==> config.mk <==
export PLATFORM = sky130hd
export DESIGN_NAME = pdlz_front
export DESIGN_NICKNAME = d
export VERILOG_FILES = /design/src/hw/rtl/pdlz_pkg.sv /design/src/hw/rtl/pdlz_front.sv
export SDC_FILE = /design/constraint.sdc
export NUM_CORES = 1
export LEC_CHECK = 0
export BUFFER_PORTS_ARGS = -buffer_cell sky130_fd_sc_hd__buf_2
export CORE_MARGIN = 2
export CORE_UTILIZATION = 51
export DETAILED_ROUTE_END_ITERATION = 6
export GPL_TIMING_DRIVEN = 0
export PLACE_DENSITY = 0.83
export SYNTH_ARGS = -nofsm -noshare
export SYNTH_HDL_FRONTEND = slang
export SYNTH_SLANG_ARGS = --single-unit
==> constraint.sdc <==
create_clock -name clk -period 4.5 [get_ports clk]
set_input_delay 0.675 -clock clk [delete_from_list [all_inputs] [get_ports clk]]
set_output_delay 0.675 -clock clk [all_outputs]
set_load 0.02 [all_outputs]
==> src/hw/rtl/pdlz_pkg.sv <==
// Shared types and constants for the PalmDoc LZ decompressor.
// Used by the parser, the executor and the top level; depends on nothing else.
`timescale 1ns / 1ps

package pdlz_pkg;

	localparam int HISTORY_DEPTH_DEF = 2048;
	localparam int RECORD_LIMIT_DEF  = 4096;
	localparam int CMD_FIFO_DEPTH    = 4;
	localparam int RES_FIFO_DEPTH    = 4;

	localparam int DIST_W = 11;
	localparam int LEN_W  = 4;

	localparam logic [7:0] TOKEN_PAIR_MIN  = 8'h80;
	localparam logic [7:0] TOKEN_SPACE_MIN = 8'hC0;
	localparam logic [7:0] TOKEN_RAW_MIN   = 8'h01;
	localparam logic [7:0] TOKEN_RAW_MAX   = 8'h08;
	localparam logic [7:0] SPACE_XOR_MASK  = 8'h80;
	localparam logic [7:0] SPACE_CHAR      = 8'h20;
	localparam logic [2:0] PAIR_LEN_BIAS   = 3'd3;

	typedef struct packed {
		logic [7:0] in_byte;
		logic       record_end;
	} in_item_t;

	typedef struct packed {
		logic [7:0] out_byte;
		logic       run_last;
		logic       error;
	} result_t;

	typedef enum logic [1:0] {
		MODE_TOKEN = 2'd0,
		MODE_PAIR  = 2'd1,
		MODE_RAW   = 2'd2
	} mode_t;

	typedef enum logic [1:0] {
		CMD_BYTE  = 2'd0,
		CMD_SPACE = 2'd1,
		CMD_COPY  = 2'd2,
		CMD_CUT   = 2'd3
	} cmd_op_t;

	typedef struct packed {
		cmd_op_t           op;
		logic [7:0]        data;
		logic [DIST_W-1:0] distance;
		logic [LEN_W-1:0]  len;
		logic              rec_end;
		logic              cut_err;
	} cmd_t;

	typedef enum logic [2:0] {
		B_IDLE  = 3'd0,
		B_SPACE = 3'd1,
		B_BYTE  = 3'd2,
		B_CHECK = 3'd3,
		B_COPY  = 3'd4,
		B_CUT   = 3'd5
	} back_state_t;

endpackage

==> src/hw/rtl/pdlz_front.sv <==
// Token parser: tracks the compressed stream syntax and turns bytes into commands.
// Depends on pdlz_pkg.
`timescale 1ns / 1ps

module pdlz_front (
	input  logic               clk,
	input  logic               arst_n,
	input  logic               push,
	input  pdlz_pkg::in_item_t item,
	output logic               full,
	output logic               cmd_push,
	output pdlz_pkg::cmd_t     cmd,
	input  logic               cmd_full
);

	pdlz_pkg::mode_t mode_q;
	pdlz_pkg::mode_t mode_d;
	logic [5:0]      pair_first_q;
	logic [5:0]      pair_first_d;
	logic [3:0]      raw_rem_q;
	logic [3:0]      raw_rem_d;
	logic            cmd_valid;
	logic            accept;
	logic [7:0]      b;

	assign full   = cmd_full;
	assign accept = push && !cmd_full;
	assign b      = item.in_byte;

	always_comb begin
		mode_d        = mode_q;
		pair_first_d  = pair_first_q;
		raw_rem_d     = raw_rem_q;
		cmd_valid     = 1'b0;
		cmd.op        = pdlz_pkg::CMD_BYTE;
		cmd.data      = b;
		cmd.distance  = {pair_first_q, b[7:3]};
		cmd.len       = {1'b0, b[2:0]} + {1'b0, pdlz_pkg::PAIR_LEN_BIAS};
		cmd.rec_end   = item.record_end;
		cmd.cut_err   = 1'b0;

		unique case (mode_q)
			pdlz_pkg::MODE_PAIR: begin
				cmd.op    = pdlz_pkg::CMD_COPY;
				cmd_valid = 1'b1;
				mode_d    = pdlz_pkg::MODE_TOKEN;
			end
			pdlz_pkg::MODE_RAW: begin
				cmd.op    = pdlz_pkg::CMD_BYTE;
				cmd_valid = 1'b1;
				if (raw_rem_q != '0) begin
					raw_rem_d = raw_rem_q - 1'b1;
				end
				if (raw_rem_d == '0) begin
					mode_d = pdlz_pkg::MODE_TOKEN;
				end
			end
			pdlz_pkg::MODE_TOKEN: begin
				priority if (b >= pdlz_pkg::TOKEN_SPACE_MIN) begin
					cmd.op    = pdlz_pkg::CMD_SPACE;
					cmd.data  = b ^ pdlz_pkg::SPACE_XOR_MASK;
					cmd_valid = 1'b1;
				end else if (b >= pdlz_pkg::TOKEN_PAIR_MIN) begin
					pair_first_d = b[5:0];
					mode_d       = pdlz_pkg::MODE_PAIR;
				end else if (b >= pdlz_pkg::TOKEN_RAW_MIN && b <= pdlz_pkg::TOKEN_RAW_MAX) begin
					raw_rem_d = b[3:0];
					mode_d    = pdlz_pkg::MODE_RAW;
				end else begin
					cmd.op    = pdlz_pkg::CMD_BYTE;
					cmd_valid = 1'b1;
				end
			end
			default: begin
				mode_d = pdlz_pkg::MODE_TOKEN;
			end
		endcase

		// Record end with a pair or raw run still open: flag the cut.
		if (item.record_end) begin
			if (mode_d != pdlz_pkg::MODE_TOKEN) begin
				cmd.cut_err = 1'b1;
				if (!cmd_valid) begin
					cmd.op    = pdlz_pkg::CMD_CUT;
					cmd_valid = 1'b1;
				end
			end
			mode_d    = pdlz_pkg::MODE_TOKEN;
			raw_rem_d = '0;
		end
	end

	assign cmd_push = accept && cmd_valid;

	always_ff @(posedge clk or negedge arst_n) begin
		if (!arst_n) begin
			mode_q       <= pdlz_pkg::MODE_TOKEN;
			pair_first_q <= '0;
			raw_rem_q    <= '0;
		end else if (accept) begin
			mode_q       <= mode_d;
			pair_first_q <= pair_first_d;
			raw_rem_q    <= raw_rem_d;
		end
	end

endmodule

==> metrics.txt <==
number of hold-slack violations in the final timing report 0; setup repair after global routing missed its margin no; Crit path required time 3.83 ns; Setup WS pre-CTS 1.31 ns; combinational share of power 57.1%; CTS tree yes; outcome finished, final reports clean; CP Capture Type output port; synthesis warning total 0; Hold/Removal Path Class primary input to async pin; overflow left after global routing 0; First-pass DRT Iterations 4; via count of the first global-routing pass 894; die area 0.00245 mm²; Clock Root Buffer clkbuf_4; Netlist Area Pre-Place 0.00105 mm²; critical path type primary input to output port; Netlist cell types 39; post-layout min period 3.18 ns; final setup violation count 0; initial antenna violation count 0; Sink Count 12; type of element launching the critical path primary input; HPWL reported at the end of detailed placement 1.87 mm; overall via count from detail_route 1,005; worst-case setup margin in the final layout 1.32 ns; drt total wl 2.42 mm; Internal Power 352 µW; number of resized instances in the post-cts repair step 0; post-placement cell area roughly 0.0013 mm²; FF-to-FF setup slack 2.31 ns; Critical Path Source item[2]; diode count 0; Worst Reg-to-Reg Cells 7; average via count per standard cell 5.29; Worst EP arrival 2.50 ns; wire length of the first global-routing pass 3.94 mm; Max Transition Viols Final 0; power density relative to cell area 490 mW/mm²; quantity of I/O buffers inserted on ports 40; Final Skew 0.00127 ns; number of buffers inserted by post-CTS setup repair 0; routed length per placed instance 12.8 µm; GPL Wtd Cong about 0.86; die span in y 49.5 µm; initial DRC count 29; share of Yosys cell area claimed by the top area cell type roughly 29%; maximum number of pins on one net before global-route repair 13; sequential cell area fraction in the yosys report 28.5%; Clock Tree Buf Depth 2; signed area change from the synthesized netlist to the final layout 25.7%; DR DRC count 0; clock latency at the later pin of the worst-skew pair 0.28 ns; antenna violation net count after detailed routing 0; Reg-to-Reg End pair_first_q[2]$_DFFE_PN0P_; Critical Path Sink cmd[25]; Post-Route Setup TNS 0 ns; Net Sw Power 297 µW; share of the core filled with cells in the final layout 67.5%; total number of nets in the final design roughly 180; start of the worst register-to-register path mode_q[1]$_DFFE_PN0P_; headroom to the max-slew limit between 60% and 70%; switching share of power 45.8%; number of levels the H-tree was split into 1; cell count after synthesis 119; width of the die 49.5 µm; number of standard-cell rows in the floorplan 16; total global-route track usage 20.5%; Core Area 0.00196 mm²; quantity of hold-fixing buffers added after cts 0; #FFs+latches synth 12; share of post-route cells with drive strength above 1 41.1%; top achievable clock speed 315 MHz; Net Count, Synth 139; largest cells by area after synthesis dfrtp_1, buf_4, ha_1; clock transition at the registers of the reported paths approximately 0.08 ns; Clock Power Share approximately 14%; Max-cap violations 0; final instance area ~0.0013 mm²; largest fanout on the critical path 6; maximum ir drop on the vdd rail ~260 µV; effective utilization at floorplan 53.7%; most area-hungry cell type in the Yosys netlist dfrtp_1; share of the clock period used by the worst path 70.6%; cts bufs inserted 3; top-level port count 42; reported leakage power ~0.66 nW; Sequential Power Share 29.1%; slew at the pin with the worst max-slew slack about 0.53 ns; synthesized area divided by synthesized cell count ~9 µm²
cells by family after synthesis:
| group | count (synthesis) | synth area share (%) |
|---|---|---|
| XOR/XNOR | 2 | 1.66 |
| AO/OA/AOI/OAI | 32 | 21.5 |
| adder cells (fa/ha/maj) | 7 | 8.31 |
| multiplexers | 7 | 7.48 |
| flip-flops | 12 | 28.5 |
| buffers and inverters | 29 | 15.4 |
| AND/OR/NAND/NOR | 30 | 17.1 |
state kept, by name (all words and copies together) (netlist names):
name          cells
pair_first_q      6
mode_q            2
raw_rem_q         4
worst max-delay path, stage by stage:
cell	delay [ns]
buf_2	0.13
inv_1	0.08
ha_1	0.18
nor4b_1	0.51
nor3_4	0.13
a2bb2oi_2	0.21
nor3b_1	0.14
o2bb2a_1	0.29
buf_2	0.16
synth_stat cells, drive strengths merged:
master   count
a2bb2oi      1
o211ai       2
ha           7
nand2        5
nand2b       4
or3          2
xnor2        2
buf         15
a32oi        2
o21ai        6
a21boi       2
o2bb2a       1
dfrtp       12
a21o         2
and2         2
nor4b        2
a311oi       1
nor2         5
clkbuf       3
a31oi        3
o41ai        2
nor3b        2
inv         11
nor3         3
o31ai        2
a21oi        5
mux2i        3
o21a         2
or4          1
nand3        3
nand3b       1
mux2         4
o31a         1
worst min path at each step:
stage / to / slack (ns) / cells after the start
after floorplan: mode_q[0]$_DFFE_PN0P_ / 0.38 / 0
after global placement: pair_first_q[0]$_DFFE_PN0P_ / 0.47 / 2
after detailed placement: pair_first_q[0]$_DFFE_PN0P_ / 0.48 / 2
after CTS: pair_first_q[4]$_DFFE_PN0P_ / 0.27 / 1
after global routing: pair_first_q[4]$_DFFE_PN0P_ / 0.28 / 1
final: pair_first_q[4]$_DFFE_PN0P_ / 0.27 / 1
area by class of cell:
class / instances / area (µm²)
fill: 172 / 638
multi-input combinational: 78 / 591
sequential: 12 / 300
timing repair buffer: 40 / 200
buffer: 18 / 121
inverter: 11 / 41.3
clock buffer: 4 / 36.3
tap: 27 / 33.8
per-stage QoR:
| stage | instances | hold slack [ns] | power [mW] |
|---|---|---|---|
| final | 190 | 0.265 | 0.649 |
| after CTS | 190 | 0.270 | 0.650 |
| after detailed placement | 186 | 0.476 | 0.559 |
| after global routing | 190 | 0.275 | 0.696 |
| after floorplan | 119 | 0.379 | 0.454 |
| after global placement | 186 | 0.469 | 0.545 |
power by group through the flow:
stage | Clock (mW) | Sequential (mW) | Combinational [mW]
after floorplan | 0 | 0.219 | 0.236
after global placement | 0 | 0.187 | 0.357
after detailed placement | 0 | 0.191 | 0.368
after CTS | 0.0911 | 0.189 | 0.370
after global routing | 0.0955 | 0.197 | 0.404
final | 0.0895 | 0.189 | 0.370
placed cells by master, fill, tap and decap left out, types with 2 or more instances in the layout:
cell type  count
mux2_1         2
o31ai_1        2
a32oi_1        2
nor4b_1        2
clkbuf_4       3
a21boi_0       2
dfrtp_1       12
nand2b_1       4
o21a_1         2
o41ai_1        2
inv_1          9
mux2_2         2
nor2_1         5
o21ai_1        5
buf_2         41
nor3_1         2
buf_4         14
nor3b_1        2
nand2_1        5
nand3_1        3
and2_1         2
inv_2          2
a31oi_1        3
xnor2_1        2
a21oi_1        5
mux2i_1        2
or3_1          2
a21o_1         2
ha_1           7
o211ai_1       2
clkbuf_1       3
per-layer routing:
| metal | vias up | wire length (µm) | global-route usage [%] |
|---|---|---|---|
| met5 | - | 0 | 0 |
| met4 | 0 | 35 | 6.94 |
| met3 | 4 | 154 | 2.73 |
| met2 | 41 | 1210 | 36.9 |
| met1 | 456 | 1020 | 25.0 |
| li1 | 504 | - | - |
Note: power is estimated with default switching activity, not from simulation.
