[src/hw/rtl/pdlz_fifo.sv]
// Small synchronous queue used between the decoder parts and at the output.
// Generic over the item type; depends on nothing else.
`timescale 1ns / 1ps

module pdlz_fifo #(
	parameter type item_t = logic,
	parameter int  DEPTH  = 4
) (
	input  logic  clk,
	input  logic  arst_n,
	input  logic  push,
	input  item_t wdata,
	output logic  full,
	input  logic  pop,
	output item_t rdata,
	output logic  empty
);

	localparam int AW = (DEPTH > 1) ? $clog2(DEPTH) : 1;

	item_t         mem_q [DEPTH];
	logic [AW-1:0] wr_ptr_q;
	logic [AW-1:0] rd_ptr_q;
	logic [AW:0]   count_q;
	logic          do_push;
	logic          do_pop;

	assign full    = (count_q == (AW+1)'(DEPTH));
	assign empty   = (count_q == '0);
	assign do_push = push && !full;
	assign do_pop  = pop && !empty;
	assign rdata   = mem_q[rd_ptr_q];

	always_ff @(posedge clk or negedge arst_n) begin
		if (!arst_n) begin
			wr_ptr_q <= '0;
			rd_ptr_q <= '0;
			count_q  <= '0;
		end else begin
			if (do_push) begin
				wr_ptr_q <= (wr_ptr_q == AW'(DEPTH - 1)) ? '0 : wr_ptr_q + 1'b1;
			end
			if (do_pop) begin
				rd_ptr_q <= (rd_ptr_q == AW'(DEPTH - 1)) ? '0 : rd_ptr_q + 1'b1;
			end
			if (do_push && !do_pop) begin
				count_q <= count_q + 1'b1;
			end else if (do_pop && !do_push) begin
				count_q <= count_q - 1'b1;
			end
		end
	end

	always_ff @(posedge clk) begin
		if (do_push) begin
			mem_q[wr_ptr_q] <= wdata;
		end
	end

endmodule

[config.mk]
export PLATFORM = sky130hd
export DESIGN_NAME = pdlz_fifo
export DESIGN_NICKNAME = d
export VERILOG_FILES = /design/src/hw/rtl/pdlz_fifo.sv
export SDC_FILE = /design/constraint.sdc
export NUM_CORES = 1
export LEC_CHECK = 0
export BUFFER_PORTS_ARGS = -buffer_cell sky130_fd_sc_hd__buf_4
export CAP_MARGIN = 20
export CELL_PAD_IN_SITES_DETAIL_PLACEMENT = 0
export CELL_PAD_IN_SITES_GLOBAL_PLACEMENT = 1
export CORE_MARGIN = 2
export CORE_UTILIZATION = 43
export CTS_BUF_LIST = sky130_fd_sc_hd__clkbuf_8 sky130_fd_sc_hd__clkbuf_16
export DETAILED_ROUTE_END_ITERATION = 7
export GPL_ROUTABILITY_DRIVEN = 0
export HOLD_SLACK_MARGIN = 0.08
export PLACE_DENSITY_LB_ADDON = 0.1
export SYNTH_ARGS = -nofsm -noshare
export SYNTH_HDL_FRONTEND = slang
export SYNTH_SLANG_ARGS = --single-unit
export TNS_END_PERCENT = 20
[constraint.sdc]
create_clock -name clk -period 2.5 [get_ports clk]
set_clock_uncertainty 0.1 [all_clocks]
set_input_delay 0.375 -clock clk [delete_from_list [all_inputs] [get_ports clk]]
set_output_delay 0.375 -clock clk [all_outputs]
set_load 0.05 [all_outputs]
==> flow_metrics.tcl, run 1 <==
set metrics [dict create \
    cts_buffers 3 \
    r2r_end "count_q[2]$_DFFE_PN0P_" \
    cts_sinks 11 \
    synth_top_family_by_area "adder cells" \
    syn-cell-area_um2 599 \
    nFillCells 108 \
    die-area_mm2 0.00171 \
    cts_buffer_depth 2 \
    fin_crit_sh_pct 83.3 \
    crit_type "flop to flop" \
    grt_pass1_wl_mm 1.46 \
    wl_um 936 \
    ys_types 17 \
    drive_above_1_share_pct 44.4 \
    coreArea_mm2 0.00130 \
    finalNonFillerCells 69 \
    pwr-share-seq_pct 36.6 \
    die_x_um 41.3 \
    cp-end-kind "flop" \
    crit_start "count_q[0]$_DFFE_PN0P_" \
    tightest_slew_ns 0.295 \
    grt_usage_pct 14.4 \
    tritoncts "built" \
    ys_seq_area_share_pct 49.3 \
    die_y_um 41.3 \
    root_buffer "clkbuf_8" \
    syn-num-nets 54 \
    antenna_found_initial 0 \
    h-tree-depth 1 \
    start_kind "flop" \
    syn_inst 42 \
    routedWlPerCell_um 13.6 \
    slew_headroom_pct 80.4 \
    r2r_cells 8 \
    p_comb_share_pct 45.8 \
    vias_per_cell 4.88 \
    holdWs_ns 0.243 \
    yosys_warnings 0 \
    setup_violations 0 \
    ys_ff_latch 11 \
    vias 337 \
    drc 0 \
    hold_viol 0 \
    drv_cap 0 \
    crit_end "count_q[2]$_DFFE_PN0P_" \
    r2r_start "count_q[0]$_DFFE_PN0P_" \
    nets 67 \
    synth-simple-area-share_pct 12.3 \
    period_needed_ns 2.08 \
    p_per_area_mw_per_mm2 1340 \
    synthAdderAreaFrac_pct 15.9 \
    drt_iter0_drc 5 \
    gr-total-overflow 0 \
    synthXorXnorAreaFrac_pct 4.38 \
    pwr-share-clk_pct 17.6 \
    r2r_slack_ns 0.42 \
    p_leak_nw 0.338 \
    drt_pre_antenna_iters 4 \
    n_antenna_cell 0 \
    muxShareOfSynthArea_pct 14.4 \
    postSynthAreaPerCell_um2 14.3 \
    clk_pin_slew_ns 0.05 \
    outcome "complete, no violations" \
    ios 8 \
    grt_pass1_vias 367 \
    ir_drop_uv 656 \
    holdCritPathClass "input pin to flop" \
    fmax_mhz 480 \
    tns_ns 0 \
    worstHoldStart "wdata" \
    std_cell_rows 13 \
    synth_compound_area_share_pct 0 \
    area_delta_synth_final_pct 23.4 \
    switchingPower_w 0.000386 \
    clk_latency_ns 0.24 \
    hpwlAfterDp_um 741 \
    power.share.switching_pct 38.9 \
    rsz0062_at_grt "false" \
    final_max_slew_viol_count 0 \
    grt_max_degree 8 \
    synth_area_leader_cell "dfrtp_1" \
    crit_arrival_ns 2.14 \
    synthTopCellsByArea "dfrtp_1 29%, edfxtp_1 20%, ha_1 13%, mux2_2 5.6%, and2_2 5.0%" \
    fin_util_pct 56.8 \
    crit_fanout 4 \
    crit_required_ns 2.56 \
    p_int_w 0.000607 \
    cts_resized 0 \
    dp.cells 64 \
    synth_top_cell_area_share_pct 29.2 \
    final_antenna_net_count 0 \
    port_buffers 7 \
    start_util_pct 46.1 \
]
area by class of cell:
cell class              instances  area, µm²  share of cell area [%]
flip-flops and latches         11        295                    39.9
well taps                      15       18.8                    2.54
clock buffers                   3       41.3                    5.58
clock inverters                 1       3.75                   0.508
inverters                       3       11.3                    1.52
multi-input cells              27        299                    40.4
repair buffers                  9       70.1                    9.48
power groups by stage:
stage	sequential, W	combinational (W)	clock [W]
after floorplan	0.000346	0.000363	0
after global placement	0.000355	0.000424	0
after detailed placement	0.000365	0.000461	0
after CTS	0.000363	0.000464	0.000177
after global routing	0.000376	0.000503	0.000188
final	0.000363	0.000454	0.000175
synth_stat cells:
cell type	n
dfrtp_1	7
xor2_1	2
mux4_2	1
edfxtp_1	4
buf_6	1
nor3b_2	1
mux2_4	2
xnor2_1	1
nand2b_2	1
nor2b_1	1
mux2_2	3
and2_2	4
nor3_1	1
fa_1	1
inv_1	3
nor2_1	3
ha_1	6
cell families (layout without fill, tap and decap cells):
logic type,Yosys count,after routing
AND/OR/NAND/NOR,11,11
flip-flops,11,11
adder cells (fa/ha/maj),7,7
multiplexers,6,6
buffers and inverters,4,16
XOR/XNOR,3,3
what timing repair did:
action / in CTS / in global routing
setup buffers: 0 / 0
endpoints found under the setup margin: 0 / 0
hold buffers: 1 / 0
endpoints found under the hold margin: 7 / 0
worst max-delay path: stages, from the launching register on:
cell and delay [ns]:
dfrtp_1 0.47, nor3_4 0.22, nand2b_2 0.17, ha_1 0.20
inv_1 0.07, fa_1 0.37, xor2_1 0.15, nor2_1 0.11
xor2_1 0.15
flip-flops by register name, indices dropped and copies added, names as in the netlist:
signal / count
count_q: 3
mem_q: 4
rd_ptr_q: 2
wr_ptr_q: 2
layer usage:
| layer | track usage [%] | up-vias | share of wire [%] |
|---|---|---|---|
| met1 | 14.1 | 162 | 37 |
| met5 | 0 | - | 0 |
| li1 | - | 165 | - |
| met3 | 4.79 | 2 | 4.0 |
| met2 | 25.4 | 8 | 57 |
| met4 | 9.68 | 0 | 1.8 |
worst min path at each step:
stage                              endpoint  cells past startpoint
CTS                      mem_q[1]$_DFFE_PP_                      1
detailed placement  rd_ptr_q[1]$_DFFE_PN0P_                      1
floorplan            count_q[0]$_DFFE_PN0P_                      0
finish                   mem_q[3]$_DFFE_PP_                      1
global placement    rd_ptr_q[0]$_DFFE_PN0P_                      1
global route             mem_q[0]$_DFFE_PP_                      1
per-stage QoR:
stage	total power, W	cell area [µm²]	worst slack [ns]
after floorplan	0.000709	617	0.0854
after global placement	0.000780	684	0.472
after detailed placement	0.000827	684	0.416
after CTS	0.00100	739	0.403
after global routing	0.00107	739	0.291
final	0.000992	739	0.418
placed cells by master (no fill, tap or decap), drive strengths merged, types with 2 or more instances in the layout:
master | netlist | routed
buf | 1 | 8
ha | 6 | 6
dfrtp | 7 | 7
mux2 | 5 | 5
inv | 3 | 4
xor2 | 2 | 2
nor2 | 3 | 3
clkbuf | 0 | 3
edfxtp | 4 | 4
and2 | 4 | 4
No activity file was read; power rests on OpenSTA's default activity.
==> inputs of run 2 (changes only) <==
==> constraint.sdc (replaced) <==
create_clock -name clk -period 2.2 [get_ports clk]
set_clock_uncertainty 0.1 [all_clocks]
set_input_delay 0.33 -clock clk [delete_from_list [all_inputs] [get_ports clk]]
set_output_delay 0.33 -clock clk [all_outputs]
set_load 0.05 [all_outputs]
==> run 2 against run 1 <==
  * Worst hold slack worse by 0.046 ns
  * Final area up 2.4%
  * First-iteration DRC count down 60%
  * Die area unchanged
  * Non-clock buffer count unchanged
  * Wire length up 2.4%
  * Sequential share of layout area down 0.59 points
  * Global-route usage down 1.0 points
  * Fmax down 0.46%
  * Sequential power up 14%
  * Final cell count unchanged
  * Critical path depth unchanged
  * Critical endpoint unchanged
==> flow_metrics.tcl, run 2 (synthesized netlist as in run 1, its figures left out) <==
set metrics [dict create \
    coreArea_mm2 0.00130 \
    cp-end-kind "flop" \
    wl_um 958 \
    crit_required_ns 2.25 \
    root_buffer "clkbuf_8" \
    drt_iter0_drc 2 \
    ios 8 \
    period_needed_ns 2.09 \
    regArea_um2 298 \
    std_cell_rows 13 \
    start_util_pct 46.1 \
    routedWlPerCell_um 13.9 \
    rsz0062_at_grt "false" \
    highest_layer "met4" \
    mostFrequentLayoutCell "buf_4" \
    die_y_um 41.3 \
    crit_start "count_q[0]$_DFFE_PN0P_" \
    tns_ns 0 \
    ir_drop_uv 621 \
    vias_per_cell 4.87 \
    start_kind "flop" \
    outcome "complete, no violations" \
    drc 0 \
    clk_latency_ns 0.23 \
    die-area_mm2 0.00171 \
    nFillCells 116 \
    multi_input_area_um2 314 \
    grt_pass1_wl_mm 1.37 \
    layout_common_cells "8 x buf_4, 5 x ha_1, 5 x dfrtp_1, 4 x and2_2, 4 x edfxtp_1" \
    met3WireLength_um 29 \
    p_leak_nw 0.337 \
    n_antenna_cell 0 \
    grt_max_degree 8 \
    clk_pin_slew_ns 0.05 \
    nets 67 \
    port_buffers 7 \
    die_x_um 41.3 \
    antenna_found_initial 0 \
    setup_violations 0 \
    cts_buffers 3 \
    tightest_slew_ns 0.185 \
    crit_arrival_ns 2.14 \
    r2r_start "count_q[0]$_DFFE_PN0P_" \
    post_cts_buffers 0 \
    grt_usage_pct 13.4 \
    holdCritPathClass "input pin to flop" \
    regMostFlops "mem_q" \
    h-tree-depth 1 \
    drv_cap 0 \
    worst_path_most_repeated_cell "xor2_1" \
    top_regs "mem_q (4), count_q (3)" \
    crit_fanout 4 \
    crit_chain "nor3_4, nand2b_2, ha_4, inv_2, fa_1, xor2_1, nor2_1, xor2_1" \
    final_max_slew_viol_count 0 \
    fmax_mhz 478 \
    grt_pass1_vias 359 \
    area_delta_synth_final_pct 26.3 \
    drt_pre_antenna_iters 2 \
    cp_slowest_cell "dfrtp_2" \
    cpPeakStageDelay_ns 0.46 \
    cts_buffer_depth 2 \
    crit_type "flop to flop" \
    p_per_area_mw_per_mm2 1520 \
    dr_wl_met2_um 541 \
    dp.cells 64 \
    hold_viol 0 \
    drive_above_1_share_pct 53.7 \
    vias 336 \
    finalNonFillerCells 69 \
    gr-total-overflow 0 \
    worstHoldStart "wdata" \
    wl_met1_um 377 \
    slew_headroom_pct 87.6 \
    tritoncts "built" \
    largest_reg_flops 4 \
    final_antenna_net_count 0 \
    cts_sinks 11 \
    fin_crit_sh_pct 95.1 \
]
[run 2: changes by cell type in the layout (fill, tap and decap cells not counted)]
cell	previous run	this run
ha_4	0	1
dfrtp_1	7	5
inv_2	0	1
ha_1	6	5
nor2b_2	0	1
inv_1	4	3
dfrtp_2	0	2
nor2b_1	1	0
[run 2: per-stage QoR]
step                      power (W)  setup slack [ns]  cell area [µm²]  utilization [%]  hold slack (ns)
after floorplan            0.000824            -0.108              632                -          -0.0656
after global placement     0.000907             0.197              699             53.8           0.0466
after detailed placement   0.000964            0.0425              699             53.8           0.0491
after CTS                   0.00116            0.0227              754             58.0            0.198
after global routing        0.00123            0.0276              757             58.2            0.197
final                       0.00115             0.108              757             58.2            0.197
[run 2: cell type report]
class | count | area share (%)
multi-input combinational | 27 | 41.5
sequential | 11 | 39.3
timing repair buffer | 9 | 9.26
clock buffer | 3 | 5.45
tap | 15 | 2.48
inverter | 3 | 1.49
clock inverter | 1 | 0.496
[run 2: per-layer routing]
| layer | vias up | global-route usage (%) |
|---|---|---|
| li1 | 165 | - |
| met1 | 164 | 12.8 |
| met2 | 5 | 25.8 |
| met3 | 2 | 4.79 |
| met4 | 0 | 4.84 |
| met5 | - | 0 |
[run 2: worst max-delay path, delay by kind of cell, from the launching register on]
family                     cells  cell delay [ns]
and+or+nand+nor                3             0.53
adders and majority gates      2             0.53
DFF                            1             0.46
xor gates and xnor gates       2             0.34
buffers and inverters          1             0.04
[run 2: worst paths after layout]
kind | to | slack (ns) | depth (start not counted)
setup / recovery | count_q[2]$_DFFE_PN0P_ | 0.11 | 8
hold / removal | mem_q[1]$_DFFE_PP_ | 0.20 | 1
setup reg to reg | count_q[2]$_DFFE_PN0P_ | 0.11 | 8
hold reg to reg | rd_ptr_q[1]$_DFFE_PN0P_ | 0.47 | 1
max in group asynchronous | count_q[0]$_DFFE_PN0P_ | 1.51 | 2
min in group asynchronous | rd_ptr_q[0]$_DFFE_PN0P_ | 0.35 | 2
[run 2: report_power, final]
| part | internal (W) | leakage (nW) | switching [W] |
|---|---|---|---|
| clock | 0.000122 | 0.0269 | 0.0000704 |
| sequential | 0.000305 | 0.117 | 0.000108 |
| combinational | 0.000281 | 0.193 | 0.000264 |
| total | 0.000709 | 0.337 | 0.000442 |
[run 2: repair_timing]
action | CTS | global route
hold endpoints to repair | 7 | 0
hold buffers | 1 | 0
resized for setup | 0 | 1
endpoints found under the setup margin | 0 | 1
==> inputs of run 3 (changes only) <==
--- a/config.mk
+++ b/config.mk
@@ -6,11 +6,11 @@
 export NUM_CORES = 1
 export LEC_CHECK = 0
 export BUFFER_PORTS_ARGS = -buffer_cell sky130_fd_sc_hd__buf_4
-export CAP_MARGIN = 20
+export CAP_MARGIN = 0
 export CELL_PAD_IN_SITES_DETAIL_PLACEMENT = 0
 export CELL_PAD_IN_SITES_GLOBAL_PLACEMENT = 1
 export CORE_MARGIN = 2
-export CORE_UTILIZATION = 43
+export CORE_UTILIZATION = 35
 export CTS_BUF_LIST = sky130_fd_sc_hd__clkbuf_8 sky130_fd_sc_hd__clkbuf_16
 export DETAILED_ROUTE_END_ITERATION = 7
 export GPL_ROUTABILITY_DRIVEN = 0
==> run 3 against run 2 <==
  * Die area grew 21%
  * Global-route usage decreased by 0.85 points
  * Final area rose by 5.0%
  * Largest cell class unchanged
  * Worst hold slack lost 0.013 ns
  * Combinational power up 15%
==> flow_metrics.tcl, run 3 (synthesized netlist as in run 1, its figures left out) <==
set metrics [dict create \
    met3WireLength_um 39 \
    pre_cts_ws_ns -0.115 \
    crit_arrival_ns 2.13 \
    cts_buffer_depth 2 \
    grt_max_degree 8 \
    wl_met1_um 445 \
    finalNonFillerCells 73 \
    dr_wl_met2_um 448 \
    die-area_mm2 0.00206 \
    start_util_pct 38.4 \
    vias 339 \
    clk_latency_ns 0.24 \
    clk_pin_slew_ns 0.05 \
    cts_sinks 11 \
    fin_crit_sh_pct 93.8 \
    fin_ws_ns 0.136 \
    crit_required_ns 2.27 \
    top_regs "mem_q (4), count_q (3)" \
    regMostFlops "mem_q" \
    grt_pass1_vias 342 \
    p_per_area_mw_per_mm2 1530 \
    min_path_cells 1 \
    mostFrequentLayoutCell "buf_4" \
    outcome "complete, no violations" \
    area_delta_synth_final_pct 32.6 \
    p_leak_nw 0.355 \
    nFillCells 143 \
    crit_type "flop to flop" \
    nets 70 \
    drt_iter0_drc 0 \
    r2r_slack_ns 0.14 \
    std_cell_rows 14 \
    holdWs_ns 0.184 \
    port_buffers 7 \
    root_buffer "clkbuf_8" \
    r2r_end "count_q[2]$_DFFE_PN0P_" \
    slew_headroom_pct 84.2 \
    grt_usage_pct 12.5 \
    final_max_slew_viol_count 0 \
    crit_fanout 3 \
    hold_viol 0 \
    rsz0062_at_grt "false" \
    final_antenna_net_count 0 \
    r2r_cells 9 \
    n_antenna_cell 0 \
    period_needed_ns 2.06 \
    holdCritPathClass "input pin to flop" \
    highest_layer "met4" \
    grt_pass1_wl_mm 1.62 \
    fin_util_pct 51.0 \
    layout_common_cells "11 x buf_4, 5 x ha_1, 5 x dfrtp_1, 4 x and2_2, 4 x edfxtp_1" \
    gr-total-overflow 0 \
    drv_cap 0 \
    die_x_um 45.4 \
    die_y_um 45.4 \
    dp.cells 67 \
    routedWlPerCell_um 13.4 \
    tightest_slew_ns 0.237 \
    min_to "mem_q[1]$_DFFE_PP_" \
    setup_violations 0 \
    h-tree-depth 1 \
    tritoncts "built" \
    cts_buffers 3 \
    largest_reg_flops 4 \
    r2r_start "count_q[0]$_DFFE_PN0P_" \
    hpwlAfterDp_um 778 \
    start_kind "flop" \
    drc 0 \
    coreArea_mm2 0.00156 \
    ir_drop_uv 607 \
    ios 8 \
    drive_above_1_share_pct 59.6 \
    fmax_mhz 485 \
    drt_pre_antenna_iters 1 \
    vias_per_cell 4.64 \
    wl_um 978 \
    cp-end-kind "flop" \
    worstHoldStart "wdata" \
    antenna_found_initial 0 \
]
==> run 3: cell types whose count changed in the layout (fill, tap and decap cells not counted) <==
cell / change
nand2b_2: -1
buf_4: +3
clkinv_2: +1
nand2b_4: +1
fa_2: +1
inv_1: -1
nor2b_4: +1
fa_1: -1
nor2b_2: -1
==> run 3: power breakdown <==
group | switching (W) | internal [W] | total, W
clock network | 0.0000821 | 0.000125 | 0.000207
logic | 0.000305 | 0.000321 | 0.000626
registers | 0.0000748 | 0.000305 | 0.000380
==> run 3: how the worst max path moves through the flow <==
stage	to	depth (start not counted)	from	slack (ns)
3_5_place_dp	count_q[2]$_DFFE_PN0P_	8	count_q[2]$_DFFE_PN0P_	-0.11
4_1_cts	count_q[2]$_DFFE_PN0P_	9	count_q[0]$_DFFE_PN0P_	0.03
2_1_floorplan	count_q[1]$_DFFE_PN0P_	7	count_q[1]$_DFFE_PN0P_	-0.11
5_1_grt	count_q[2]$_DFFE_PN0P_	9	count_q[0]$_DFFE_PN0P_	0.04
6_report	count_q[2]$_DFFE_PN0P_	9	count_q[0]$_DFFE_PN0P_	0.14
3_3_place_gp	count_q[2]$_DFFE_PN0P_	8	count_q[2]$_DFFE_PN0P_	-0.05
==> run 3: final cells by class <==
class | instances | area, µm² | area share, %
Clock inverter | 1 | 5.00 | 0.630
Tap cell | 16 | 20.0 | 2.52
Sequential cell | 11 | 298 | 37.5
Inverter | 3 | 11.3 | 1.42
Multi-Input combinational cell | 27 | 327 | 41.1
Timing Repair Buffer | 12 | 92.6 | 11.7
Clock buffer | 3 | 41.3 | 5.20
==> run 3: metal layers <==
metal  track usage, %  vias up
met5                0        -
met3             3.57        5
li1                 -      170
met1             15.2      155
met4             12.4        0
met2             17.2        9
==> run 3: repair_timing <==
action,CTS,global route
setup endpoints to repair,2,1
hold buffers,1,0
buffers inserted,0,1
resized for setup,1,3
cloned,0,0
hold endpoints to repair,7,0
pin swaps,0,1
==> run 3: critical path: stages (launching register included) <==
cell      delay, ns
dfrtp_2        0.42
buf_4          0.16
nor3_4         0.20
nand2b_4       0.17
ha_4           0.14
inv_2          0.04
fa_2           0.33
xor2_1         0.17
nor2_1         0.11
xor2_1         0.15
==> run 3: metrics by stage <==
stage,instance area (µm²),TNS [ns],power (W)
global route,795,0,0.00130
floorplan,632,-0.211,0.000824
global placement,716,-0.0622,0.000948
finish,795,0,0.00121
CTS,774,0,0.00121
detailed placement,716,-0.166,0.000989
